**src/sid_pkg.sv**
```systemverilog
// Package: widths, limits and sequencer states for the signed integer divider.
`timescale 1ns / 1ps
`default_nettype none
package sid_pkg;

  localparam int DATA_WIDTH = 32;
  localparam int CNT_W      = $clog2(DATA_WIDTH);

  localparam logic [DATA_WIDTH-1:0] INT_MIN = {1'b1, {(DATA_WIDTH-1){1'b0}}};
  localparam logic [DATA_WIDTH-1:0] INT_MAX = {1'b0, {(DATA_WIDTH-1){1'b1}}};
  localparam logic [CNT_W-1:0]      CNT_LAST = CNT_W'(DATA_WIDTH - 1);

  typedef logic [DATA_WIDTH-1:0] word_t;

  typedef enum logic [1:0] {
    ST_IDLE,
    ST_CALC,
    ST_FIX
  } sid_state_t;

  typedef struct packed {
    logic  start;
    word_t num;
    word_t den;
  } sid_req_t;

  typedef struct packed {
    logic  done;
    word_t quo;
  } sid_rsp_t;

endpackage
`default_nettype wire

```
**src/signed_integer_divider.sv**
```systemverilog
// Top level: signed integer divider with magnitude fix-up and output register.
// One transaction at a time: in_ready is low from acceptance until the result is loaded
// into the output register, while the shift-subtract unit works through its DATA_WIDTH
// quotient bits and while the sign fix-up waits for the output register.
// A finished result waits in the output register; the next input is taken meanwhile.
// Reset: synchronous active-low rst_n clears the sequencer and the output valid flag.
`timescale 1ns / 1ps
`default_nettype none
module signed_integer_divider
  import sid_pkg::*;
(
  input  wire logic                  clk,
  input  wire logic                  rst_n,
  input  wire logic                  in_valid,
  output logic                       in_ready,
  input  wire logic [DATA_WIDTH-1:0] in_dividend,
  input  wire logic [DATA_WIDTH-1:0] in_divisor,
  output logic                       out_valid,
  input  wire logic                  out_ready,
  output logic [DATA_WIDTH-1:0]      out_quotient,
  output logic                       out_overflow,
  output logic                       out_div_by_zero
);

  sid_state_t state_r, state_nxt;
  sid_req_t   req;
  sid_rsp_t   rsp;

  logic  in_acc;
  logic  out_load;
  logic  neg_r, dbz_r;
  logic  out_valid_r;
  word_t quo_r, quo_nxt;
  logic  ovf_r, ovf_nxt;
  logic  dbz_out_r;

  assign in_acc = in_valid & in_ready;

  always_comb begin
    req.start = in_acc;
    req.num   = in_dividend[DATA_WIDTH-1] ? (~in_dividend + 1'b1) : in_dividend;
    req.den   = in_divisor[DATA_WIDTH-1]  ? (~in_divisor + 1'b1)  : in_divisor;
  end

  sid_core u_core (
    .clk   (clk),
    .rst_n (rst_n),
    .req   (req),
    .rsp   (rsp)
  );

  always_comb begin
    state_nxt = state_r;
    unique case (state_r)
      ST_IDLE: if (in_valid) state_nxt = ST_CALC;
      ST_CALC: if (rsp.done) state_nxt = ST_FIX;
      ST_FIX:  if (!out_valid_r || out_ready) state_nxt = ST_IDLE;
      default: state_nxt = ST_IDLE;
    endcase
  end

  always_comb begin
    in_ready = 1'b0;
    out_load = 1'b0;
    unique case (state_r)
      ST_IDLE: in_ready = 1'b1;
      ST_CALC: ;
      ST_FIX:  out_load = !out_valid_r || out_ready;
      default: ;
    endcase
  end

  always_comb begin
    ovf_nxt = 1'b0;
    priority if (dbz_r) begin
      quo_nxt = '0;
    end else if (rsp.quo == INT_MIN && !neg_r) begin
      quo_nxt = INT_MAX;
      ovf_nxt = 1'b1;
    end else if (neg_r) begin
      quo_nxt = ~rsp.quo + 1'b1;
    end else begin
      quo_nxt = rsp.quo;
    end
  end

  always_ff @(posedge clk) begin
    if (!rst_n) begin
      state_r     <= ST_IDLE;
      out_valid_r <= 1'b0;
    end else begin
      state_r <= state_nxt;
      if (out_load) begin
        out_valid_r <= 1'b1;
      end else if (out_ready) begin
        out_valid_r <= 1'b0;
      end
    end
  end

  always_ff @(posedge clk) begin
    if (in_acc) begin
      neg_r <= in_dividend[DATA_WIDTH-1] ^ in_divisor[DATA_WIDTH-1];
      dbz_r <= (in_divisor == '0);
    end
    if (out_load) begin
      quo_r     <= quo_nxt;
      ovf_r     <= ovf_nxt;
      dbz_out_r <= dbz_r;
    end
  end

  assign out_valid       = out_valid_r;
  assign out_quotient    = quo_r;
  assign out_overflow    = ovf_r;
  assign out_div_by_zero = dbz_out_r;

endmodule
`default_nettype wire

```
**src/sid_core.sv**
```systemverilog
// Iterative restoring divider of unsigned magnitudes, one quotient bit per cycle.
`timescale 1ns / 1ps
`default_nettype none
module sid_core
  import sid_pkg::*;
(
  input  wire logic     clk,
  input  wire logic     rst_n,
  input  wire sid_req_t req,
  output sid_rsp_t      rsp
);

  word_t            num_r, num_nxt;
  word_t            den_r, den_nxt;
  word_t            rem_r, rem_nxt;
  logic [CNT_W-1:0] cnt_r, cnt_nxt;
  logic             run_r, run_nxt;
  logic             done_r, done_nxt;

  logic [DATA_WIDTH:0] rem_sh;
  logic [DATA_WIDTH:0] diff;
  logic                fits;

  assign rem_sh = {rem_r, num_r[DATA_WIDTH-1]};
  assign diff   = rem_sh - {1'b0, den_r};
  assign fits   = ~diff[DATA_WIDTH];

  always_comb begin
    num_nxt  = num_r;
    den_nxt  = den_r;
    rem_nxt  = rem_r;
    cnt_nxt  = cnt_r;
    run_nxt  = run_r;
    done_nxt = 1'b0;
    if (req.start) begin
      num_nxt = req.num;
      den_nxt = req.den;
      rem_nxt = '0;
      cnt_nxt = CNT_LAST;
      run_nxt = 1'b1;
    end else if (run_r) begin
      rem_nxt = fits ? diff[DATA_WIDTH-1:0] : rem_sh[DATA_WIDTH-1:0];
      num_nxt = {num_r[DATA_WIDTH-2:0], fits};
      cnt_nxt = cnt_r - 1'b1;
      if (cnt_r == '0) begin
        run_nxt  = 1'b0;
        done_nxt = 1'b1;
      end
    end
  end

  always_ff @(posedge clk) begin
    if (!rst_n) begin
      run_r  <= 1'b0;
      done_r <= 1'b0;
      cnt_r  <= '0;
    end else begin
      run_r  <= run_nxt;
      done_r <= done_nxt;
      cnt_r  <= cnt_nxt;
    end
  end

  always_ff @(posedge clk) begin
    num_r <= num_nxt;
    den_r <= den_nxt;
    rem_r <= rem_nxt;
  end

  assign rsp.done = done_r;
  assign rsp.quo  = num_r;

endmodule
`default_nettype wire

```
**config.mk**
```make
export PLATFORM = sky130hd
export DESIGN_NAME = signed_integer_divider
export DESIGN_NICKNAME = d
export VERILOG_FILES = /design/src/sid_pkg.sv /design/src/signed_integer_divider.sv /design/src/sid_core.sv
export SDC_FILE = /design/constraint.sdc
export NUM_CORES = 1
export LEC_CHECK = 0
export ABC_AREA = 1
export BUFFER_PORTS_ARGS = -buffer_cell sky130_fd_sc_hd__buf_2
export CELL_PAD_IN_SITES_DETAIL_PLACEMENT = 1
export CELL_PAD_IN_SITES_GLOBAL_PLACEMENT = 1
export CORE_MARGIN = 2
export CORE_UTILIZATION = 40
export DETAILED_ROUTE_END_ITERATION = 6
export PLACE_DENSITY = 0.75
export SYNTH_ARGS = -nofsm -noshare
export SYNTH_HDL_FRONTEND = slang
export SYNTH_SLANG_ARGS = --single-unit
```
**constraint.sdc**
```tcl
create_clock -name clk -period 4.5 [get_ports clk]
set_input_delay 0.45 -clock clk [delete_from_list [all_inputs] [get_ports clk]]
set_output_delay 0.45 -clock clk [all_outputs]
set_load 0.01 [all_outputs]
```
; Yosys cells after proc, flatten, opt, wreduce, memory -nomap -nowiden
; Index checks and enable logic that the tools add are counted.
[totals]
ff_bits = 142
[classes]
addsub = 5
n_eq_ne = 6
n_mux = 22
bitwise_logic = 8
reduce_logical = 12
[ops]
columns = operator, n
row1 = $mux 32, 5
row2 = $add 32x1->32 const B, 3
row3 = $not 32->32, 3
row4 = $mux 31, 2
row5 = $sub 33x32->33, 1
row6 = $eq 32x32->1 const B, 1
row7 = $logic_not 32->1, 1
row8 = $mux 5, 2
row9 = $mux 1, 9
row10 = $mux 2, 3
row11 = $pmux 2 s3, 1
row12 = $logic_not 5->1, 1
row13 = $sub 5x1->5 const B, 1
row14 = $ne 2x2->1 const B, 2
row15 = $reduce_bool 2->1, 2
row16 = $not 1->1, 3
row17 = $reduce_and 3->1, 1
row18 = $reduce_or 3->1, 1
row19 = $eq 2x1->1 const B, 1
row20 = $eq 2x2->1 const B, 1
row21 = $logic_not 1->1, 2
row22 = $logic_not 2->1, 1
row23 = $ne 2x1->1 const B, 1
row24 = $reduce_or 2->1, 1
row25 = 4 further kinds, 4

; Logic depth before layout (Yosys ltp)
; Gate-level depths: netlist (run 1).
[depth]
word_depth = 4
mapped_depth = 18
depth_no_buf = 17

; Modules after synthesis
; Synthesis (run 1) repeated with hierarchy kept, for this count alone.
[unflattened]
hier_cells = 1744
area_unflattened_um2 = 11228.3
[by_module_without_submodules]
columns = module, instances, cells_each, area_per_inst_um2, seq_area_each_um2
row1 = sid_core, 1, 1032, 6932.9, 2702.6
row2 = signed_integer_divider, 1, 712, 4295.4, 1141.1

; Least setup slack after synthesis (run 1)
; No wires, ideal clock.
[synth_path]
kind = input to register
start = in out_ready
end = reg dbz_out_r (netlist: out_div_by_zero), enable pin
setup_ns = 0.468
arrival_ns = 2.837
required_time_ns = 4.032
setup_slack_ns = 1.195
stages = 2
cell_sequence = nor2_1 > nor3_1
[synth_between]
elab_chain_cells = 2
[synth_lines]
columns = item, line_no
row1 = "start, declared", signed_integer_divider.sv:19  ; input wire logic out_ready,
row2 = $logic_or 1x1->1, signed_integer_divider.sv:68  ; ST_FIX: out_load = !out_valid_r || out_ready;
row3 = $mux 1, signed_integer_divider.sv:65  ; unique case (state_r)
row4 = via out_load, signed_integer_divider.sv:30  ; logic out_load;
row5 = "end signal, assigned", signed_integer_divider.sv:109  ; dbz_out_r <= dbz_r;
row6 = "end, declared", signed_integer_divider.sv:35  ; logic dbz_out_r;
; The timed path passes the listed nets, and every way through them passes these cells.
; A chain may end at the register's enable or synchronous reset.

; Worst setup path after layout (run 1)
[layout_path]
start = reg u_core.num_r[31]
end = reg u_core.num_r[0], data pin
[layout_between]
elab_chain_cells = 4
[layout_lines]
columns = item, line_no
row1 = "start, declared", sid_core.sv:13  ; word_t num_r, num_nxt;
row2 = "start signal, assigned", sid_core.sv:65  ; num_r <= num_nxt;
row3 = $sub 33x32->33, sid_core.sv:25  ; assign diff = rem_sh - {1'b0, den_r};
row4 = $not 1->1, sid_core.sv:26  ; assign fits = ~diff[DATA_WIDTH];
row5 = $mux 32, sid_core.sv:41  ; end else if (run_r) begin
row6 = $mux 32, sid_core.sv:35  ; if (req.start) begin
row7 = via u_core.num_nxt[0], sid_core.sv:13
; The timed path passes the listed nets, and every way through them passes these cells. The select of a mux whose other input is x is not followed.

==> metrics.csv, run 1 <==
metric,value,unit
status,finished clean,
worst r2r dst,u_core.num_r[0],
share of layout cells above drive strength 1,0.0950,
drt pass-1 iters,5,
Synth Register Bits,142,
sequential area share after synthesis,0.354,
"Req. time, crit path",4670,ps
Final Hold Fails,0,
Reg2Reg Setup Slack,1770,ps
actual slew at the worst max-slew pin,1080,ps
Layout Nets,1841,
RePlAce Congestion,0.862,
type of the worst setup path,flop to flop,
postcts setup bufs,0,
RSZ-0062 raised after global routing,false,
CTS Root Buffer Type,clkbuf_16,
worst hold-check path type,input port to flop,
wire per inst,16.2,µm
Critical Path End Type,flop,
Flop pwr share,0.423,
first-pass GRT wire length,54500,µm
warnings from Yosys,0,
final setup fails,0,
RR Startpoint,u_core.num_r[31],
DRC,0,
CP max FO,33,
CTS tree,built,
Cells after Synth,1640,
largest area contributor in the netlist,edfxtp_1,
part of the power in combinational logic,0.180,
Post-synth top flop,edfxtp_1,
drt initial violations,597,
total global routing overflow,0,
Port Buf Inserts,103,
clk_skew,11.9,ps
CTS Buffer Depth,2,
share of flip-flops with an asynchronous set or reset,0,
Max-Cap Viols,0,
synthesized area per cell,6.62,µm²
Worst-path clk slew,60,ps
synth unique cells,41,
NetSw,0.00117,W
critical path capture point,u_core.num_r[0],
total CTS buffers,17,
minimum clock period,2730,ps
fmax,0.366,GHz
drt total wl,33900,µm
Setup crit start,u_core.num_r[31],
Fin Setup TNS,0,ps
"top cells by area, synth","edfxtp_1, nand2_1, inv_1",
all-layer global routing usage,0.243,
Mapped Area,10800,µm²
post-CTS sizing,0,
die width,169,µm
initial antenna violation count,0,
clk_lat worst skew,440,ps
die span in y,169,µm
leak pwr,6.31,nW
Antenna Nets Post-Route,0,
CTS H-tree depth,4,
total number of vias,10475,
Final period util,0.607,
"EDFF count, synth",100,
cts hold-fix bufs,0,
Post-DP Area,11700,µm²
clock share of power,0.397,
number of global-route vias before repair,10435,
footprint of the multi-input gates,5640,µm²
worst r2r path cells,15,
"count leader, synth",nand2_1,
Sw Share,0.308,
worst hold margin,283,ps
clock sinks,142,
die area,28500,µm²
Slew headroom,0.278,
DR vias/cell,5.01,
Commonest cells post-synth,"nand2_1, inv_1, nor2_1",
Mapped Nets,1746,
Ports,104,
HPWL after DPL,27100,µm
CORE AREA,26800,µm²
area grow syn2layout,13.4,%
max-slew violations,0,
area fraction of the dominant cell type after synthesis,0.277,
register area,3840,µm²
site row count,60,
number of diodes,0,
post-route cell area,12300,µm²
Max VDD drop,179,µV
largest net degree at the start of global routing,56,
initial core utilization,0.405,
PwrDens,307,nW/µm²
arrival time at the worst endpoint,2900,ps
crit start category,flop,
fillers,3562,
Int Pwr,0.00261,W
flip-flops by register name, indices dropped and copies added (netlist names), 2 cells and up:
signal        count
u_core.den_r     32
u_core.cnt_r      5
u_core.rem_r     32
u_core.num_r     32
out_quotient     32
state_r           2
through the flow:
stage	std cells	setup WS [ps]	utilization	power, W
final	2089	1770	0.459	0.00378
after CTS	2089	1760	0.459	0.00379
after global routing	2089	1510	0.459	0.00395
after floorplan	1640	1190	-	0.00204
after detailed placement	2057	1770	0.436	0.00229
after global placement	2057	1850	0.436	0.00227
layer usage:
layer / vias up / global-route usage / routed length [µm]
li1: 5322 / - / -
met2: 221 / 0.374 / 14500
met4: 0 / 0.0536 / 379
met3: 30 / 0.0297 / 1600
met5: - / 0 / 0
met1: 4902 / 0.364 / 17400
logic make-up (layout without fill, tap and decap cells):
logic type / after synthesis / count (layout) / share of synthesized area
AND/OR/NAND/NOR: 879 / 879 / 0.340
buffers and inverters: 358 / 466 / 0.127
AO/OA/AOI/OAI: 144 / 144 / 0.0705
flip-flops: 142 / 142 / 0.354
XOR/XNOR: 79 / 79 / 0.0638
adder cells (fa/ha/maj): 38 / 38 / 0.0445
placed cells by master, fill, tap and decap left out, types with 29 or more instances in the layout:
cell type | synthesis | layout
a21oi_1 | 54 | 54
buf_2 | 0 | 103
dfxtp_1 | 42 | 42
edfxtp_1 | 100 | 100
ha_1 | 37 | 37
inv_1 | 321 | 321
nand2_1 | 522 | 522
nand3_1 | 115 | 115
nor2_1 | 143 | 141
nor3_1 | 30 | 29
o21ai_0 | 69 | 69
xor2_1 | 59 | 59
critical path, stage by stage, from the launching register on:
cell and delay [ps]:
edfxtp_1 390, inv_1 100, ha_1 240, fa_1 400, inv_1 90, nand2_1 50, nand2_1 90, nand3_1 70
nand2_1 130, nand2_1 80, nand2_2 80, nand2_2 80, nand2_2 90, nand2_1 90, nand2_4 360, o21ai_0 130
area by class of cell:
class / instances / area share
clock buffer: 18 / 0.0349
timing repair buffer: 110 / 0.0462
multi-input combinational: 1140 / 0.458
inverter: 324 / 0.0988
clock inverter: 14 / 0.0146
sequential: 142 / 0.312
tap: 341 / 0.0347
worst min path at each step:
stage | start | to | slack, ps | cells past startpoint
finish | in_divisor[0] | u_core.den_r[0] | 280 | 1
global route | in_divisor[0] | u_core.den_r[0] | 280 | 1
global placement | u_core.rem_r[20] | u_core.rem_r[20] | 470 | 2
floorplan | u_core.rem_r[0] | u_core.rem_r[0] | 450 | 2
detailed placement | u_core.rem_r[18] | u_core.rem_r[18] | 470 | 2
CTS | in_divisor[0] | u_core.den_r[0] | 270 | 1
power groups by stage:
stage | registers, W | clock network [W] | logic (W)
2_1_floorplan | 0.00159 | 0 | 0.000452
3_3_place_gp | 0.00162 | 0 | 0.000651
3_5_place_dp | 0.00162 | 0 | 0.000669
4_1_cts | 0.00160 | 0.00152 | 0.000677
5_1_grt | 0.00161 | 0.00157 | 0.000768
6_report | 0.00160 | 0.00150 | 0.000679
Power figures use the tool's default switching activity.
==> inputs of run 2 (changes only) <==
--- a/config.mk
+++ b/config.mk
@@ -10,9 +10,9 @@
 export CELL_PAD_IN_SITES_DETAIL_PLACEMENT = 1
 export CELL_PAD_IN_SITES_GLOBAL_PLACEMENT = 1
 export CORE_MARGIN = 2
-export CORE_UTILIZATION = 40
+export CORE_UTILIZATION = 39
 export DETAILED_ROUTE_END_ITERATION = 6
-export PLACE_DENSITY = 0.75
+export PLACE_DENSITY = 0.76
 export SYNTH_ARGS = -nofsm -noshare
 export SYNTH_HDL_FRONTEND = slang
 export SYNTH_SLANG_ARGS = --single-unit
==> constraint.sdc (replaced) <==
create_clock -name clk -period 2.2 [get_ports clk]
set_input_delay 0.22 -clock clk [delete_from_list [all_inputs] [get_ports clk]]
set_output_delay 0.22 -clock clk [all_outputs]
set_load 0.01 [all_outputs]
==> run 2 against run 1 <==
Against the previous run:
- the flow now finishes with violations (setup timing)
- core utilization rose by 3.9 points
- sequential share of layout area fell by 3.2 points
- register-to-register slack got worse by 2000 ps
- routed wire length rose by 13%
- first-iteration DRC count rose by 6.7%
- global-route usage rose by 1.7 points
- critical path type unchanged
- non-clock buffer count rose by 128
- sequential power rose by 100%
==> metrics.csv, run 2 (synthesis gave the netlist of run 1 again) <==
metric,value,unit
hold path cells,2,
DR vias/cell,4.96,
all-layer global routing usage,0.260,
worst hold-check path type,input port to flop,
CTS Buffer Depth,2,
number of diodes,0,
minimum clock period,2390,ps
Slew headroom,0.623,
final setup fails,33,
register area,3850,µm²
Worst-path clk slew,60,ps
"Power, Total",0.00778,W
CP max FO,7,
die area,29200,µm²
leak pwr,7.03,nW
DRC,0,
largest net degree at the start of global routing,39,
wire per inst,16.9,µm
worst r2r path cells,16,
initial core utilization,0.394,
most used routing layer,met2,
Final Core Density,0.498,
clock sinks,142,
M2 GR Usage,0.414,
total CTS buffers,17,
GR Layer Usage met3,0.0365,
CORE AREA,27600,µm²
actual slew at the worst max-slew pin,563,ps
share of layout cells above drive strength 1,0.193,
clk_lat worst skew,440,ps
initial antenna violation count,1,
PwrDens,566,nW/µm²
Final Worst Setup Slack,-186,ps
die span in y,171,µm
footprint of the multi-input gates,5960,µm²
worst r2r dst,u_core.rem_r[6],
number of global-route vias before repair,11232,
fillers,3675,
grt met1 use,0.365,
Port Buf Inserts,103,
critical path capture point,u_core.rem_r[6],
HPWL after DPL,30100,µm
drt pass-1 iters,5,
Setup crit start,u_core.den_r[14],
CTS tree,built,
Layout Nets,1969,
violated checks,setup timing,
"most common cell after layout, fill and taps aside",nand2_1,
total global routing overflow,0,
drt initial violations,637,
fmax,0.419,GHz
drt total wl,38100,µm
post-route cell area,13700,µm²
type of the worst setup path,flop to flop,
most frequent cells in the layout,"nand2_1, inv_1, nor2_1, buf_4, nand3_1",
site row count,61,
max-slew violations,0,
total number of vias,11171,
CTS Root Buffer Type,clkbuf_16,
clk_skew,7.78,ps
"Req. time, crit path",2530,ps
RePlAce Congestion,0.910,
RR Startpoint,u_core.den_r[14],
Max VDD drop,523,µV
cts hold-fix bufs,0,
die width,171,µm
arrival time at the worst endpoint,2720,ps
RSZ-0062 raised after global routing,true,
Post-DP Area,12700,µm²
Max-Cap Viols,0,
first-pass GRT wire length,58600,µm
Reg2Reg Setup Slack,-190,ps
Ports,104,
Final period util,1.08,
area grow syn2layout,26.5,%
status,"finished, violations left",
Critical Path End Type,flop,
Final Hold Fails,0,
Antenna Nets Post-Route,0,
crit start category,flop,
CTS H-tree depth,4,
Place WS,-110,ps
run 2: cell count changes in the layout (fill, tap and decap cells not counted), moves of 7 or more:
cell / before / now
nand2_2: 4 / 22
buf_4: 7 / 123
a21oi_1: 54 / 47
buf_12: 0 / 7
ha_4: 0 / 8
nand2_1: 522 / 499
ha_1: 37 / 27
o21ai_1: 2 / 10
o21ai_0: 69 / 59
a21oi_2: 0 / 7
run 2: how the worst min path moves through the flow:
stage                               start  slack [ps]               to
after floorplan             in_divisor[0]         320  u_core.den_r[0]
after global placement    u_core.rem_r[1]         470  u_core.rem_r[1]
after detailed placement  u_core.rem_r[1]         480  u_core.rem_r[1]
after CTS                           rst_n          50        out_valid
after global routing        in_divisor[0]          70  u_core.den_r[0]
final                               rst_n          70        out_valid
run 2: where the power goes:
group          switching (W)  internal (W)  leakage, nW
clock                0.00122       0.00159        0.266
combinational        0.00110      0.000629         5.46
sequential          0.000137       0.00310         1.30
total                0.00245       0.00532         7.03
run 2: area by class of cell:
| cell class | count | share of cell area |
|---|---|---|
| multi-input cells | 1140 | 0.434 |
| well taps | 378 | 0.0345 |
| clock buffers | 20 | 0.0325 |
| inverters | 324 | 0.0886 |
| flip-flops and latches | 142 | 0.280 |
| repair buffers | 238 | 0.122 |
| clock inverters | 11 | 0.00793 |
run 2: worst max-delay path, stage by stage (launching register included):
cell and delay [ps]:
edfxtp_1 350, inv_1 70, ha_1 300, nand2_1 120, nor2_2 240, and2_1 210, nand2_2 70, nand2_2 100
nand2_4 80, nand2_4 80, nand2_2 80, nand2_4 130, buf_12 120, buf_12 120, nand2_1 50, nand3_1 90
nand2_1 60
run 2: metrics by stage:
| stage | hold WS, ps | TNS, ps | instances |
|---|---|---|---|
| after detailed placement | 475 | -2570 | 2206 |
| after global routing | 67.4 | -7570 | 2253 |
| after floorplan | 319 | 0 | 1640 |
| after global placement | 468 | -370 | 2206 |
| after CTS | 53.8 | -1460 | 2243 |
| final | 68.2 | -4320 | 2253 |
run 2: per-layer routing:
| metal | part of all wire | up-vias | wire length (µm) |
|---|---|---|---|
| met5 | 0 | - | 0 |
| li1 | - | 5582 | - |
| met1 | 0.48 | 5256 | 18400 |
| met2 | 0.45 | 282 | 17000 |
| met4 | 0.023 | 0 | 867 |
| met3 | 0.047 | 51 | 1810 |
run 2: timing repair:
item / CTS / global route
setup endpoints to repair: 57 / 63
resized for setup: 31 / 55
buffers inserted: 5 / 8
gates cloned: 1 / 2
pin swaps: 5 / 18
==> inputs of run 3 (changes only) <==
--- a/config.mk
+++ b/config.mk
@@ -10,9 +10,9 @@
 export CELL_PAD_IN_SITES_DETAIL_PLACEMENT = 1
 export CELL_PAD_IN_SITES_GLOBAL_PLACEMENT = 1
 export CORE_MARGIN = 2
-export CORE_UTILIZATION = 39
+export CORE_UTILIZATION = 40
 export DETAILED_ROUTE_END_ITERATION = 6
-export PLACE_DENSITY = 0.76
+export PLACE_DENSITY = 0.75
 export SYNTH_ARGS = -nofsm -noshare
 export SYNTH_HDL_FRONTEND = slang
 export SYNTH_SLANG_ARGS = --single-unit
==> constraint.sdc (replaced) <==
create_clock -name clk -period 2.9 [get_ports clk]
set_input_delay 0.29 -clock clk [delete_from_list [all_inputs] [get_ports clk]]
set_output_delay 0.29 -clock clk [all_outputs]
set_load 0.01 [all_outputs]
==> run 3 against run 2 <==
Against the previous run:
- the run now ends clean
- first-iteration DRC count is 12% lower
- combinational power is 39% lower
- fmax decreased by 10%
- routed wire length is 9.2% lower
- sequential share of layout area rose by 3.2 points
- setup slack improved by 430 ps
- total power decreased by 27%
- hold slack improved by 87 ps
- global-route usage fell by 1.3 points
- largest power group unchanged
==> metrics.csv, run 3 (synthesis gave the netlist of run 1 again) <==
metric,value,unit
max-slew violations,0,
Flop pwr share,0.436,
CORE AREA,26800,µm²
Final period util,0.915,
actual slew at the worst max-slew pin,549,ps
number of global-route vias before repair,10646,
crit start category,flop,
Final Non-Filler Cells,2096,
clock sinks,142,
Reg2Reg Setup Slack,250,ps
drt total wl,34600,µm
Sw Share,0.317,
clk_lat worst skew,430,ps
status,finished clean,
die width,169,µm
final setup fails,0,
PwrDens,462,nW/µm²
NetSw,0.00180,W
clock share of power,0.377,
DR vias/cell,5.04,
first-pass GRT wire length,55500,µm
part of the power in combinational logic,0.187,
largest net degree at the start of global routing,39,
RSZ-0062 raised after global routing,false,
clk_skew,14.1,ps
share of layout cells above drive strength 1,0.0974,
most frequent cells in the layout,"nand2_1, inv_1, nor2_1, nand3_1, buf_2",
Worst Hold Path EP,out_valid,
number of diodes,0,
DRC,0,
drt pass-1 iters,5,
placed cells,2064,
hold path startpoint,rst_n,
CTS H-tree depth,4,
Critical Path End Type,flop,
Ports,104,
hold path cells,2,
total global routing overflow,0,
wire per inst,16.5,µm
Layout Nets,1848,
Place WS,165,ps
worst r2r path cells,13,
fmax,0.377,GHz
Fin Setup TNS,0,ps
postcts setup bufs,0,
Max-Cap Viols,0,
die span in y,169,µm
minimum clock period,2650,ps
RR Startpoint,u_core.rem_r[22],
die area,28500,µm²
Max VDD drop,339,µV
arrival time at the worst endpoint,2980,ps
Final Core Density,0.459,
site row count,60,
initial core utilization,0.405,
drt initial violations,558,
HPWL after DPL,27200,µm
"most common cell after layout, fill and taps aside",nand2_1,
area grow syn2layout,13.5,%
worst r2r dst,u_core.rem_r[15],
post-CTS sizing,0,
Worst-path clk slew,70,ps
Antenna Nets Post-Route,0,
type of the worst setup path,flop to flop,
CTS Root Buffer Type,clkbuf_16,
all-layer global routing usage,0.247,
total CTS buffers,17,
total number of vias,10554,
CP max FO,27,
CTS Buffer Depth,2,
fillers,3585,
"Req. time, crit path",3230,ps
cts hold-fix bufs,0,
leak pwr,6.31,nW
worst hold-check path type,input port to flop,
CTS tree,built,
register area,3840,µm²
Int Pwr,0.00389,W
Port Buf Inserts,103,
RePlAce Congestion,0.883,
Final Worst Setup Slack,247,ps
Slew headroom,0.630,
footprint of the multi-input gates,5660,µm²
post-route cell area,12300,µm²
Post-DP Area,11800,µm²
Final Hold Fails,0,
initial antenna violation count,1,
[run 3: layout make-up]
class / count / area share
Multi-Input combinational cell: 1140 / 0.459
Sequential cell: 142 / 0.312
Inverter: 324 / 0.0988
Timing Repair Buffer: 117 / 0.0504
Clock buffer: 21 / 0.0358
Tap cell: 341 / 0.0347
Clock inverter: 11 / 0.00884
[run 3: worst max path at each step]
stage	start	to	depth (start not counted)
floorplan	state_r[0]	u_core.num_r[22]	5
global placement	u_core.num_r[31]	u_core.num_r[0]	15
detailed placement	u_core.num_r[31]	u_core.rem_r[15]	17
CTS	u_core.num_r[31]	u_core.rem_r[15]	17
global route	u_core.rem_r[22]	u_core.rem_r[15]	13
finish	u_core.rem_r[22]	u_core.rem_r[15]	13
[run 3: power by group through the flow]
stage / combinational (W) / clock, W / sequential [W]
after detailed placement: 0.00105 / 0 / 0.00252
after global routing: 0.00120 / 0.00225 / 0.00249
final: 0.00106 / 0.00215 / 0.00248
after CTS: 0.00106 / 0.00217 / 0.00248
after floorplan: 0.000701 / 0 / 0.00246
after global placement: 0.00102 / 0 / 0.00251
[run 3: per-stage QoR]
| stage | hold WS [ps] | power [W] |
|---|---|---|
| after floorplan | 389 | 0.00316 |
| after global placement | 467 | 0.00353 |
| after detailed placement | 465 | 0.00357 |
| after CTS | 147 | 0.00571 |
| after global routing | 162 | 0.00594 |
| final | 155 | 0.00569 |
[run 3: critical path, stage by stage, from the launching register on]
cell     delay [ps]
dfxtp_1         350
ha_1            400
nand2_1         190
inv_1            60
nand2_1          60
nand2_1          80
inv_1            60
nand2_1          80
a21oi_1         330
nand3_2         260
nand2_4         370
nand2_1         130
nand3_1         120
nand2_1          50
[run 3: metal layers]
metal,vias to the layer above,part of all wire,global-route usage
met5,-,0.00038,0
met4,2,0.013,0.0543
met3,30,0.043,0.0339
met2,198,0.42,0.377
met1,4985,0.52,0.372
li1,5339,-,-
